## config.mk

```make
export PLATFORM = sky130hd
export DESIGN_NAME = quicksort_engine
export DESIGN_NICKNAME = d
export VERILOG_FILES = /design/src/design/qs_pkg.sv /design/src/design/qs_ram.sv /design/src/design/quicksort_engine.sv
export SDC_FILE = /design/constraint.sdc
export NUM_CORES = 2
export LEC_CHECK = 0
export ABC_CLOCK_PERIOD_IN_PS = 6900
export BUFFER_PORTS_ARGS = -buffer_cell sky130_fd_sc_hd__buf_4
export CORE_MARGIN = 10
export CORE_UTILIZATION = 35
export CTS_CLUSTER_DIAMETER = 150
export CTS_CLUSTER_SIZE = 25
export DETAILED_ROUTE_END_ITERATION = 10
export REMOVE_ABC_BUFFERS = 1
export SLEW_MARGIN = 25
export SYNTH_ARGS = -nofsm -noshare
export SYNTH_HDL_FRONTEND = slang
export SYNTH_SLANG_ARGS = --single-unit
export TNS_END_PERCENT = 20
```

## constraint.sdc

```tcl
create_clock -name clk -period 6.9 [get_ports clk]
set_input_delay 0 -clock clk [delete_from_list [all_inputs] [get_ports clk]]
set_output_delay 0 -clock clk [all_outputs]
set_load 0.005 [all_outputs]
```

## src/design/qs_pkg.sv

```systemverilog
// ----------------------------------------------------------------------------
// qs_pkg - shared types and constants of the quicksort engine
// Data width of one element and the state encoding of the sort sequencer.
// ----------------------------------------------------------------------------
`default_nettype none

package qs_pkg;

    localparam int DATA_W = 32;

    typedef enum logic [3:0] {
        S_LOAD,
        S_SEED,
        S_POP,
        S_POP_WAIT,
        S_PIVOT,
        S_RCHK,
        S_LCHK,
        S_PLACE,
        S_PUSH_R,
        S_EMIT_RD,
        S_EMIT_WAIT
    } state_t;

endpackage

`default_nettype wire

```

## src/design/qs_ram.sv

```systemverilog
// ----------------------------------------------------------------------------
// qs_ram - generic simple dual-port RAM
// One write port and one read port, read data registered.
// ----------------------------------------------------------------------------
`default_nettype none

module qs_ram #(
    parameter int WIDTH = 32,
    parameter int DEPTH = 64
) (
    input  wire logic                                     clk,
    input  wire logic                                     we,
    input  wire logic [((DEPTH > 1) ? $clog2(DEPTH) : 1)-1:0] waddr,
    input  wire logic [WIDTH-1:0]                         wdata,
    input  wire logic [((DEPTH > 1) ? $clog2(DEPTH) : 1)-1:0] raddr,
    output logic      [WIDTH-1:0]                         rdata
);

    logic [WIDTH-1:0] mem [DEPTH];

    always_ff @(posedge clk)
    begin
        if (we)
        begin
            mem[waddr] <= wdata;
        end
        rdata <= mem[raddr];
    end

endmodule

`default_nettype wire

```

## src/design/quicksort_engine.sv

```systemverilog
// ----------------------------------------------------------------------------
// quicksort_engine - in-place quicksort of a set of signed 32-bit words
// Collects a set, sorts it in an element RAM and streams it out ascending.
// ----------------------------------------------------------------------------
// Usage:
//   Input channel (item_valid / item_stall): one word per cycle while the input
//   is not stalled, carrying value and last_in. Up to MAX_ITEMS words are kept;
//   further words are dropped and every result of that set carries overflow = 1.
//   On the word marked last_in the engine stalls its input, sorts the set and
//   then returns one result word per stored element (result_valid /
//   result_stall), ascending, last_out on the final one.
//   Sorting is set by the single read port of the element RAM: each partition
//   pass touches its range at one element per cycle, plus range overhead in
//   the stack pop, pivot read, pivot placement and right-push states.
//   Emission reads one result at a time from the element RAM and registers it
//   into the output register. A stalled result holds in the output register;
//   the engine waits for it. Once the final result sits in the output register
//   the input opens again. Reset empties the set and clears the state, overflow
//   flag, stack pointer and result valid; RAM contents persist.
// ----------------------------------------------------------------------------
`default_nettype none

module quicksort_engine #(
    parameter int MAX_ITEMS = 64
) (
    input  wire logic                             clk,
    input  wire logic                             rst_n,
    input  wire logic                             item_valid,
    output logic                                  item_stall,
    input  wire logic signed [qs_pkg::DATA_W-1:0] value,
    input  wire logic                             last_in,
    output logic                                  result_valid,
    input  wire logic                             result_stall,
    output logic signed      [qs_pkg::DATA_W-1:0] sorted_value,
    output logic                                  last_out,
    output logic                                  overflow
);

    import qs_pkg::*;

    localparam int IDX_W = (MAX_ITEMS > 1) ? $clog2(MAX_ITEMS) : 1;
    localparam int CNT_W = $clog2(MAX_ITEMS + 1);
    localparam int W1    = IDX_W + 1;
    localparam int SE_W  = 2 * IDX_W;

    state_t state_reg, state_next;

    logic [CNT_W-1:0]  count_reg, count_next;
    logic              dropped_reg, dropped_next;
    logic [IDX_W-1:0]  sp_reg, sp_next;
    logic [IDX_W-1:0]  lo_reg, lo_next;
    logic [IDX_W-1:0]  hi_reg, hi_next;
    logic [IDX_W-1:0]  l_reg, l_next;
    logic [IDX_W-1:0]  r_reg, r_next;
    logic [IDX_W-1:0]  k_reg, k_next;
    logic [DATA_W-1:0] pivot_reg, pivot_next;
    logic [DATA_W-1:0] out_value_reg, out_value_next;
    logic              out_last_reg, out_last_next;
    logic              out_ovf_reg, out_ovf_next;
    logic              out_valid_reg, out_valid_next;

    logic              mem_we;
    logic [IDX_W-1:0]  mem_waddr, mem_raddr;
    logic [DATA_W-1:0] mem_wdata, mem_rdata;
    logic              stk_we;
    logic [IDX_W-1:0]  stk_waddr, stk_raddr;
    logic [SE_W-1:0]   stk_wdata, stk_rdata;

    logic item_acc, result_acc;
    logic l_lt_r, l_ne_r, gt_pivot, lt_pivot, last_k, push_left, push_right, out_free;

    qs_ram #(.WIDTH(DATA_W), .DEPTH(MAX_ITEMS)) u_elem_ram (
        .clk   (clk),
        .we    (mem_we),
        .waddr (mem_waddr),
        .wdata (mem_wdata),
        .raddr (mem_raddr),
        .rdata (mem_rdata)
    );

    qs_ram #(.WIDTH(SE_W), .DEPTH(MAX_ITEMS)) u_stack_ram (
        .clk   (clk),
        .we    (stk_we),
        .waddr (stk_waddr),
        .wdata (stk_wdata),
        .raddr (stk_raddr),
        .rdata (stk_rdata)
    );

    assign item_stall   = (state_reg != S_LOAD);
    assign item_acc     = item_valid && !item_stall;
    assign result_valid = out_valid_reg;
    assign result_acc   = out_valid_reg && !result_stall;
    assign sorted_value = $signed(out_value_reg);
    assign last_out     = out_last_reg;
    assign overflow     = out_ovf_reg;

    assign l_lt_r     = (l_reg < r_reg);
    assign l_ne_r     = (l_reg != r_reg);
    assign gt_pivot   = ($signed(mem_rdata) > $signed(pivot_reg));
    assign lt_pivot   = ($signed(mem_rdata) < $signed(pivot_reg));
    assign last_k     = ((W1'(k_reg) + W1'(1)) == W1'(count_reg));
    // subranges of one element are already in place: push only two or more
    assign push_left  = (W1'(l_reg) > (W1'(lo_reg) + W1'(1)));
    assign push_right = ((W1'(l_reg) + W1'(1)) < W1'(hi_reg));
    assign out_free   = !out_valid_reg || !result_stall;

    // next state
    always_comb
    begin
        state_next = state_reg;
        case (state_reg)
            S_LOAD:
            begin
                if (item_acc && last_in)
                begin
                    state_next = S_SEED;
                end
            end
            S_SEED:      state_next = (count_reg >= CNT_W'(2)) ? S_POP : S_EMIT_RD;
            S_POP:       state_next = (sp_reg == '0) ? S_EMIT_RD : S_POP_WAIT;
            S_POP_WAIT:  state_next = S_PIVOT;
            S_PIVOT:     state_next = l_lt_r ? S_RCHK : S_PLACE;
            S_RCHK:
            begin
                if (gt_pivot && l_lt_r)
                begin
                    state_next = S_RCHK;
                end
                else if (l_ne_r)
                begin
                    state_next = S_LCHK;
                end
                else
                begin
                    state_next = S_PLACE;
                end
            end
            S_LCHK:
            begin
                if (lt_pivot && l_lt_r)
                begin
                    state_next = S_LCHK;
                end
                else if (l_ne_r && (W1'(l_reg) + W1'(1) < W1'(r_reg)))
                begin
                    state_next = S_RCHK;
                end
                else
                begin
                    state_next = S_PLACE;
                end
            end
            S_PLACE:     state_next = S_PUSH_R;
            S_PUSH_R:    state_next = S_POP;
            S_EMIT_RD:
            begin
                if (out_free)
                begin
                    state_next = S_EMIT_WAIT;
                end
            end
            S_EMIT_WAIT: state_next = last_k ? S_LOAD : S_EMIT_RD;
            default:     state_next = S_LOAD;
        endcase
    end

    // datapath and memory control
    always_comb
    begin
        count_next     = count_reg;
        dropped_next   = dropped_reg;
        sp_next        = sp_reg;
        lo_next        = lo_reg;
        hi_next        = hi_reg;
        l_next         = l_reg;
        r_next         = r_reg;
        k_next         = k_reg;
        pivot_next     = pivot_reg;
        out_value_next = out_value_reg;
        out_last_next  = out_last_reg;
        out_ovf_next   = out_ovf_reg;
        out_valid_next = result_acc ? 1'b0 : out_valid_reg;
        mem_we         = 1'b0;
        mem_waddr      = l_reg;
        mem_wdata      = mem_rdata;
        mem_raddr      = '0;
        stk_we         = 1'b0;
        stk_waddr      = sp_reg;
        stk_wdata      = {lo_reg, IDX_W'(l_reg - IDX_W'(1))};
        stk_raddr      = '0;
        case (state_reg)
            S_LOAD:
            begin
                if (item_acc)
                begin
                    if (count_reg < CNT_W'(MAX_ITEMS))
                    begin
                        mem_we     = 1'b1;
                        mem_waddr  = count_reg[IDX_W-1:0];
                        mem_wdata  = value;
                        count_next = count_reg + CNT_W'(1);
                    end
                    else
                    begin
                        dropped_next = 1'b1;
                    end
                end
            end
            S_SEED:
            begin
                k_next = '0;
                if (count_reg >= CNT_W'(2))
                begin
                    stk_we    = 1'b1;
                    stk_waddr = '0;
                    stk_wdata = {IDX_W'(0), IDX_W'(count_reg - CNT_W'(1))};
                    sp_next   = IDX_W'(1);
                end
            end
            S_POP:
            begin
                if (sp_reg != '0)
                begin
                    stk_raddr = sp_reg - IDX_W'(1);
                    sp_next   = sp_reg - IDX_W'(1);
                end
            end
            S_POP_WAIT:
            begin
                lo_next   = stk_rdata[SE_W-1:IDX_W];
                hi_next   = stk_rdata[IDX_W-1:0];
                l_next    = stk_rdata[SE_W-1:IDX_W];
                r_next    = stk_rdata[IDX_W-1:0];
                mem_raddr = stk_rdata[SE_W-1:IDX_W];
            end
            S_PIVOT:
            begin
                pivot_next = mem_rdata;
                mem_raddr  = r_reg;
            end
            S_RCHK:
            begin
                if (gt_pivot && l_lt_r)
                begin
                    r_next    = r_reg - IDX_W'(1);
                    mem_raddr = r_reg - IDX_W'(1);
                end
                else if (l_ne_r)
                begin
                    // fill the hole on the left, move on to the left scan
                    mem_we    = 1'b1;
                    mem_waddr = l_reg;
                    l_next    = l_reg + IDX_W'(1);
                    mem_raddr = l_reg + IDX_W'(1);
                end
            end
            S_LCHK:
            begin
                if (lt_pivot && l_lt_r)
                begin
                    l_next    = l_reg + IDX_W'(1);
                    mem_raddr = l_reg + IDX_W'(1);
                end
                else if (l_ne_r)
                begin
                    // fill the hole on the right, resume the right scan while the ends have not met
                    mem_we    = 1'b1;
                    mem_waddr = r_reg;
                    r_next    = r_reg - IDX_W'(1);
                    mem_raddr = r_reg - IDX_W'(1);
                end
            end
            S_PLACE:
            begin
                mem_we    = 1'b1;
                mem_waddr = l_reg;
                mem_wdata = pivot_reg;
                if (push_left)
                begin
                    stk_we    = 1'b1;
                    stk_wdata = {lo_reg, IDX_W'(l_reg - IDX_W'(1))};
                    sp_next   = sp_reg + IDX_W'(1);
                end
            end
            S_PUSH_R:
            begin
                if (push_right)
                begin
                    stk_we    = 1'b1;
                    stk_wdata = {IDX_W'(l_reg + IDX_W'(1)), hi_reg};
                    sp_next   = sp_reg + IDX_W'(1);
                end
            end
            S_EMIT_RD:
            begin
                mem_raddr = k_reg;
            end
            S_EMIT_WAIT:
            begin
                out_value_next = mem_rdata;
                out_last_next  = last_k;
                out_ovf_next   = dropped_reg;
                out_valid_next = 1'b1;
                if (last_k)
                begin
                    count_next   = '0;
                    dropped_next = 1'b0;
                    sp_next      = '0;
                end
                else
                begin
                    k_next = k_reg + IDX_W'(1);
                end
            end
            default:
            begin
                mem_we = 1'b0;
            end
        endcase
    end

    always_ff @(posedge clk or negedge rst_n)
    begin
        if (!rst_n)
        begin
            state_reg     <= S_LOAD;
            count_reg     <= '0;
            dropped_reg   <= 1'b0;
            sp_reg        <= '0;
            out_valid_reg <= 1'b0;
        end
        else
        begin
            state_reg     <= state_next;
            count_reg     <= count_next;
            dropped_reg   <= dropped_next;
            sp_reg        <= sp_next;
            out_valid_reg <= out_valid_next;
        end
    end

    always_ff @(posedge clk)
    begin
        lo_reg        <= lo_next;
        hi_reg        <= hi_next;
        l_reg         <= l_next;
        r_reg         <= r_next;
        k_reg         <= k_next;
        pivot_reg     <= pivot_next;
        out_value_reg <= out_value_next;
        out_last_reg  <= out_last_next;
        out_ovf_reg   <= out_ovf_next;
    end

endmodule

`default_nettype wire

```

; After elaboration in Yosys (flattened, before gate mapping)
; Memories as Yosys holds them, arrays and structs flattened. A register that Yosys moved wholly into a read port is not among the register bits.
; Cells that the tools add are included.
[classes]
addsub = 11
n_lt_le_gt_ge = 8
n_eq_ne = 29
n_mux = 71
n_reduce_logical = 26
[op_table]
columns = operator, count
row1 = 6-bit 2-to-1 mux, 24
row2 = 32-bit 2-to-1 mux, 2
row3 = 32-bit case mux with 2 select lines, 1
row4 = 6-bit case mux with 5 select lines, 2
row5 = 4-bit case mux with 11 select lines, 1
row6 = 6-bit case mux with 3 select lines, 2
row7 = 2-bit != test (second input constant), 17
row8 = 32-bit > comparator, 1
row9 = 32-bit < comparator, 1
row10 = 12-bit 2-to-1 mux, 2
row11 = 12-bit case mux with 2 select lines, 1
row12 = 6-bit case mux with 2 select lines, 2
row13 = 6-bit by 1-bit subtractor with 6-bit output (second input constant), 4
row14 = 6-bit by 1-bit adder with 7-bit output (second input constant), 3
row15 = 7-bit 2-to-1 mux, 3
row16 = 4-bit 2-to-1 mux, 5
row17 = 6-bit by 1-bit adder with 6-bit output (second input constant), 3
row18 = 1-bit 2-to-1 mux, 18
row19 = 4-bit by 3-bit equality test with 1-bit output (second input constant), 4
row20 = 4-bit AND reduction, 4
row21 = 7-bit by 6-bit < comparator with 1-bit output, 2
row22 = 7-bit case mux with 2 select lines, 1
row23 = 4-bit equality test (second input constant), 3
row24 = 4-bit by 2-bit equality test with 1-bit output (second input constant), 2
row25 = 24 further kinds, 37
[word_totals]
register_bits = 115
ramBits = 2816
out_inout_bits = 36
wordCells = 161
mem_count = 2
[memory_table]
columns = name, depth, word_bits, read_ports, rd_ports_with_merged_regs, wr, line
row1 = u_elem_ram.mem, 64, 32, 1, 1, 1, qs_ram.sv:19  ; logic [WIDTH-1:0] mem [DEPTH];
row2 = u_stack_ram.mem, 64, 12, 1, 1, 1, qs_ram.sv:19

; Depth between registers and ports, before layout
[logic_depth]
depth_word = 7
mapped_depth = 21
mapped_depth_nobuf = 15

; By module
; From an unflattened synthesis, not the netlist that was laid out.
[hier_totals]
hier_cells = 5403
hier_area_um2 = 115798.6
[modules_own_cells]
columns = mod, instances, cells_per_inst, area_each_um2
row1 = qs_ram at u_elem_ram, 1, 3324, 78515.3
row2 = qs_ram at u_stack_ram, 1, 1339, 29851.1
row3 = quicksort_engine, 1, 740, 7432.1

; Worst setup path before layout
; Ideal clock, no wire load.
[synth_timing]
path_kind = flip-flop to flip-flop
start = register l_reg[0]
end = memory u_stack_ram.mem[0][9] (netlist bit), data pin
setup_ns = 0.702
arrival_time_ns = 5.183
required_ns = 6.198
setup_slack_ns = 1.015
stages_incl_launch_ff = 14
path_buffers = 2
cell_sequence = edfxtp_1 -> clkbuf_1 -> inv_1 -> ha_1 -> ha_1 -> a21o_1 -> a21oi_1 -> nor2b_1 -> o21ai_0 -> nand2b_1 -> a211o_1 -> or2_2 -> clkbuf_1 -> o21ai_0
[synth_via]
elab_chain_len = 4
[synth_lines]
columns = element, line
row1 = "start, declared", quicksort_engine.sv:53  ; logic [IDX_W-1:0] l_reg, l_next;
row2 = "start signal, assigned", quicksort_engine.sv:347  ; l_reg <= l_next;
row3 = 6-bit by 1-bit adder with 7-bit output, quicksort_engine.sv:105  ; assign push_right = ((W1'(l_reg) + W1'(1)) < W1'(hi_reg));
row4 = 7-bit by 6-bit < comparator with 1-bit output, quicksort_engine.sv:105
row5 = 12-bit 2-to-1 mux (*), quicksort_engine.sv:288  ; if (push_right)
row6 = 12-bit case mux with 2 select lines (*), quicksort_engine.sv:192  ; case (state_reg)
row7 = net stk_wdata[9], quicksort_engine.sv:67  ; logic [SE_W-1:0] stk_wdata, stk_rdata;
row8 = "end, declared", qs_ram.sv:19
; The timed path passes the listed nets; every way through them passes the cells marked *.

; Worst setup path in the final report
[layout_timing]
start = register u_elem_ram.rdata[11], read port of u_elem_ram.mem
end = register u_elem_ram.rdata[11], read port of u_elem_ram.mem
[layout_via]
elab_chain_len = 4
[layout_lines]
columns = element, line
row1 = "start, declared", qs_ram.sv:16  ; output logic [WIDTH-1:0] rdata
row2 = 32-bit < comparator / 32-bit > comparator (equally long branches), "quicksort_engine.sv:101, quicksort_engine.sv:100"
row3 = "1-bit logical AND, on equally long branches", "quicksort_engine.sv:260, quicksort_engine.sv:244"
row4 = "6-bit 2-to-1 mux, on equally long branches", "quicksort_engine.sv:260, quicksort_engine.sv:244"
row5 = 6-bit case mux with 5 select lines (*), quicksort_engine.sv:192
; Mark *: on every way between the ends. The rest lies on a longest branch, timed or not.
; A chain may end at the register's enable or synchronous reset.

==> flow_summary.toml <==
[global_route]
grt_max_degree = 97
grt_usage_pct = 17.64
grt_util_met1_pct = 24.50
grtUsageMet3_pct = 2.750
grt_use_met2_pct = 28.67
grt_pass1_wl_um = 474100
gr-max-usage-layer = "met2"
antenna_found_initial = 8
grt_pass1_vias = 65819
grt_remaining_overflow = 0

[synth]
yosys_warnings = 0
syn_inst = 7641
async_flop_share_pct = 0.6387
synthFlopType = "edfxtp_1"
synth.avg_cell_area_um2 = 15.39
synth_top_cell_area_share_pct = 74.38
synth.area.top_cells = "edfxtp_1, nand2_1, mux4_2, mux2i_1, nand3_1"
synth-edff-count = 2912
synth.ff_latch_count = 2975
netlist_area_mm2 = 0.1176
synthDistinctLibCells = 81
synth_largest_area_cell = "edfxtp_1"
synth_common_cells = "edfxtp_1, nand2_1, nand3_1"
yosysMostFrequentCell = "edfxtp_1"
seq_area_frac_synth_pct = 75.53

[worst_hold_path]
hold_start = "item_valid"
holdCritPathClass = "in2reg"
hold_depth = 4
hold_end = "dropped_reg$_DFFE_PN0P_"

[drt]
antenna_left = 0
routedWlPerCell_um = 27.02
num_vias = 68408
via_per_inst = 5.593
dr.pass1.iters = 7
routed_wl_um = 330500
drc_errors = 0
drt_iter0_markers = 8643

[setup_path]
cp_data_required_time_ns = 7.68
crit_chain = "ha_1 -> a21oi_1 -> o21a_1 -> o2bb2ai_1 -> or4_4 -> o21ai_4 -> o21a_1 -> o211a_4 -> buf_12 -> buf_12 -> buf_4 -> nand2_1 -> a311oi_1 -> o2111ai_1 -> nand4_1"
end_kind = "register"
max_stage_delay_ns = 0.64
r2r_setup_slack_ns = 0.71
start_kind = "register"
r2r-start = "u_elem_ram.rdata[11]$_DFF_P_"
r2r-end = "u_elem_ram.rdata[11]$_DFF_P_"
critPathKind = "reg2reg"
cp_max_fo = 51
arrival_ns = 6.97
critPathSlowestCell = "a21oi_1"
reg2reg_depth = 15

[clocking]
clock_path_buffers = 4
cts_setup_buffers = 0
clk_pin_slew_ns = 0.10
tritoncts = "done"
cts_sinks = 2975
ctsHoldBuffers = 11
numCtsBuffers = 145
htreeDepth = 4
cts_root_buf = "clkbuf_16"
clock_latency_ns = 0.88
cts-resized-gates = 0

[timing]
setup_violations = 0
fin_crit_sh_pct = 89.70
layout_min_cycle_time_ns = 6.189
final_max_slew_viol_count = 0
finalHoldViolCount = 0
worst_pin_slew_ns = 1.010
fin_worst_skew_ns = 0.08643
relSlewSlack_pct = 32.65
grt_setup_unrepaired = "false"
setup_ws_ns = 0.7107
timing.fmax_mhz = 161.6

[floorplan]
ioPinCount = 73
initial_core_util_pct = 35.20
rows = 212
dieArea_mm2 = 0.3595
core_area_mm2 = 0.3340
die_width_um = 599.6
dieHeight_um = 599.6

[power]
power_density_mw_per_mm2 = 428.2
vdd_ir_drop_max_mv = 0.3973
p_leak_nw = 42.56

[final_layout]
post-route-util_pct = 38.89
max_flop_register = "u_elem_ram.mem"
nets = 7871
reg.largest.list = "u_elem_ram.mem: 2048 flops, u_stack_ram.mem: 768 flops"
nFillCells = 30460
largest_reg_flops = 2048
syn_to_final_growth_pct = 10.49
final_layout_size_suffix_gt1_share_pct = 12.03

[placement]
port_buffers = 72
finalWeightedCongestion = 0.8730
place_ws_ns = 0.9199
hpwl_um = 196900

[flow_run]
cap_violations = 0

[outcome]
status = "finished clean"
==> kinds of logic after synthesis <==
kind of cell | Yosys count | synth area share (%)
DFF | 2975 | 75.53
and+or+nand+nor | 2779 | 10.20
AOI/OAI and AO/OA | 806 | 5.156
buffers and inverters | 517 | 2.019
muxes | 464 | 6.144
adders and majority gates | 64 | 0.6811
xor gates and xnor gates | 36 | 0.2682
==> per-layer routing <==
layer | share of wire, % | routed length (um) | vias to the layer above
li1 | - | - | 29349
met1 | 41 | 135200 | 35170
met5 | 0 | 0 | -
met3 | 8.4 | 27700 | 537
met2 | 47 | 156200 | 3352
met4 | 3.5 | 11450 | 0
==> critical path, delay by kind of cell, from the launching register on <==
kind	cells	cell delay, ns
AO/OA/AOI/OAI	8	3.21
adder cells (fa/ha/maj)	1	0.34
buffers and inverters	3	0.98
flip-flops	1	0.62
AND/OR/NAND/NOR	3	0.85
==> stage by stage <==
stage	setup TNS (ns)	std cells	hold slack [ns]	power (W)	area (um2)
5_1_grt	0	12228	0.06330	0.05780	129900
4_1_cts	0	12227	0.002620	0.05558	129900
3_5_place_dp	0	11998	-0.08732	0.04623	125700
6_report	0	12232	0.05325	0.05562	129900
3_3_place_gp	0	11995	-0.09188	0.04579	125600
2_1_floorplan	-605.70	7188	-0.2956	0.03725	115400
==> how the worst max path moves through the flow <==
stage | cells after the start | slack, ns | start | to
2_1_floorplan | 13 | -15.45 | l_reg[3]$_DFFE_PP_ | u_elem_ram.rdata[16]$_DFF_P_
3_3_place_gp | 14 | 0.72 | u_elem_ram.rdata[29]$_DFF_P_ | u_elem_ram.mem[63][26]$_DFFE_PP_
3_5_place_dp | 15 | 0.92 | u_elem_ram.rdata[11]$_DFF_P_ | u_elem_ram.rdata[22]$_DFF_P_
4_1_cts | 15 | 0.88 | u_elem_ram.rdata[11]$_DFF_P_ | u_elem_ram.rdata[11]$_DFF_P_
5_1_grt | 12 | 0.56 | u_elem_ram.rdata[29]$_DFF_P_ | u_elem_ram.mem[18][24]$_DFFE_PP_
6_report | 15 | 0.71 | u_elem_ram.rdata[11]$_DFF_P_ | u_elem_ram.rdata[11]$_DFF_P_
==> area by class of cell <==
type	instances	area, um2	share of cell area [%]
Sequential cell	2975	88800	68.37
Clock inverter	6	78.83	0.06069
Timing Repair Buffer	435	4011	3.088
Multi-Input combinational cell	4149	27340	21.05
Tap cell	4387	5489	4.226
Antenna cell	4	10.01	0.007706
Inverter	64	240.2	0.1849
Clock buffer	212	3923	3.020
==> power by group <==
part / switching [W] / internal (W) / total [W]
Sequential: 0.000630 / 0.0244 / 0.0250
Clock: 0.00552 / 0.00400 / 0.00952
Combinational: 0.0155 / 0.00564 / 0.0211
==> cell usage in the layout, fill, tap and decap left out, types with 54 or more instances in the layout <==
| cell type | instances |
|---|---|
| nor2_1 | 157 |
| a21oi_1 | 122 |
| nor2_4 | 72 |
| mux2i_1 | 257 |
| a32o_1 | 59 |
| mux4_2 | 206 |
| clkbuf_16 | 147 |
| buf_4 | 363 |
| a311oi_1 | 72 |
| edfxtp_1 | 2912 |
| clkbuf_1 | 65 |
| ha_1 | 64 |
| and3_1 | 127 |
| nand4_1 | 63 |
| a31oi_1 | 170 |
| a32oi_1 | 66 |
| and2_1 | 54 |
| inv_1 | 63 |
| nand3_1 | 424 |
| nand2_1 | 1748 |
| o2111ai_1 | 75 |
| buf_12 | 58 |
| a211oi_1 | 64 |
Note: power is estimated with default switching activity, not from simulation.
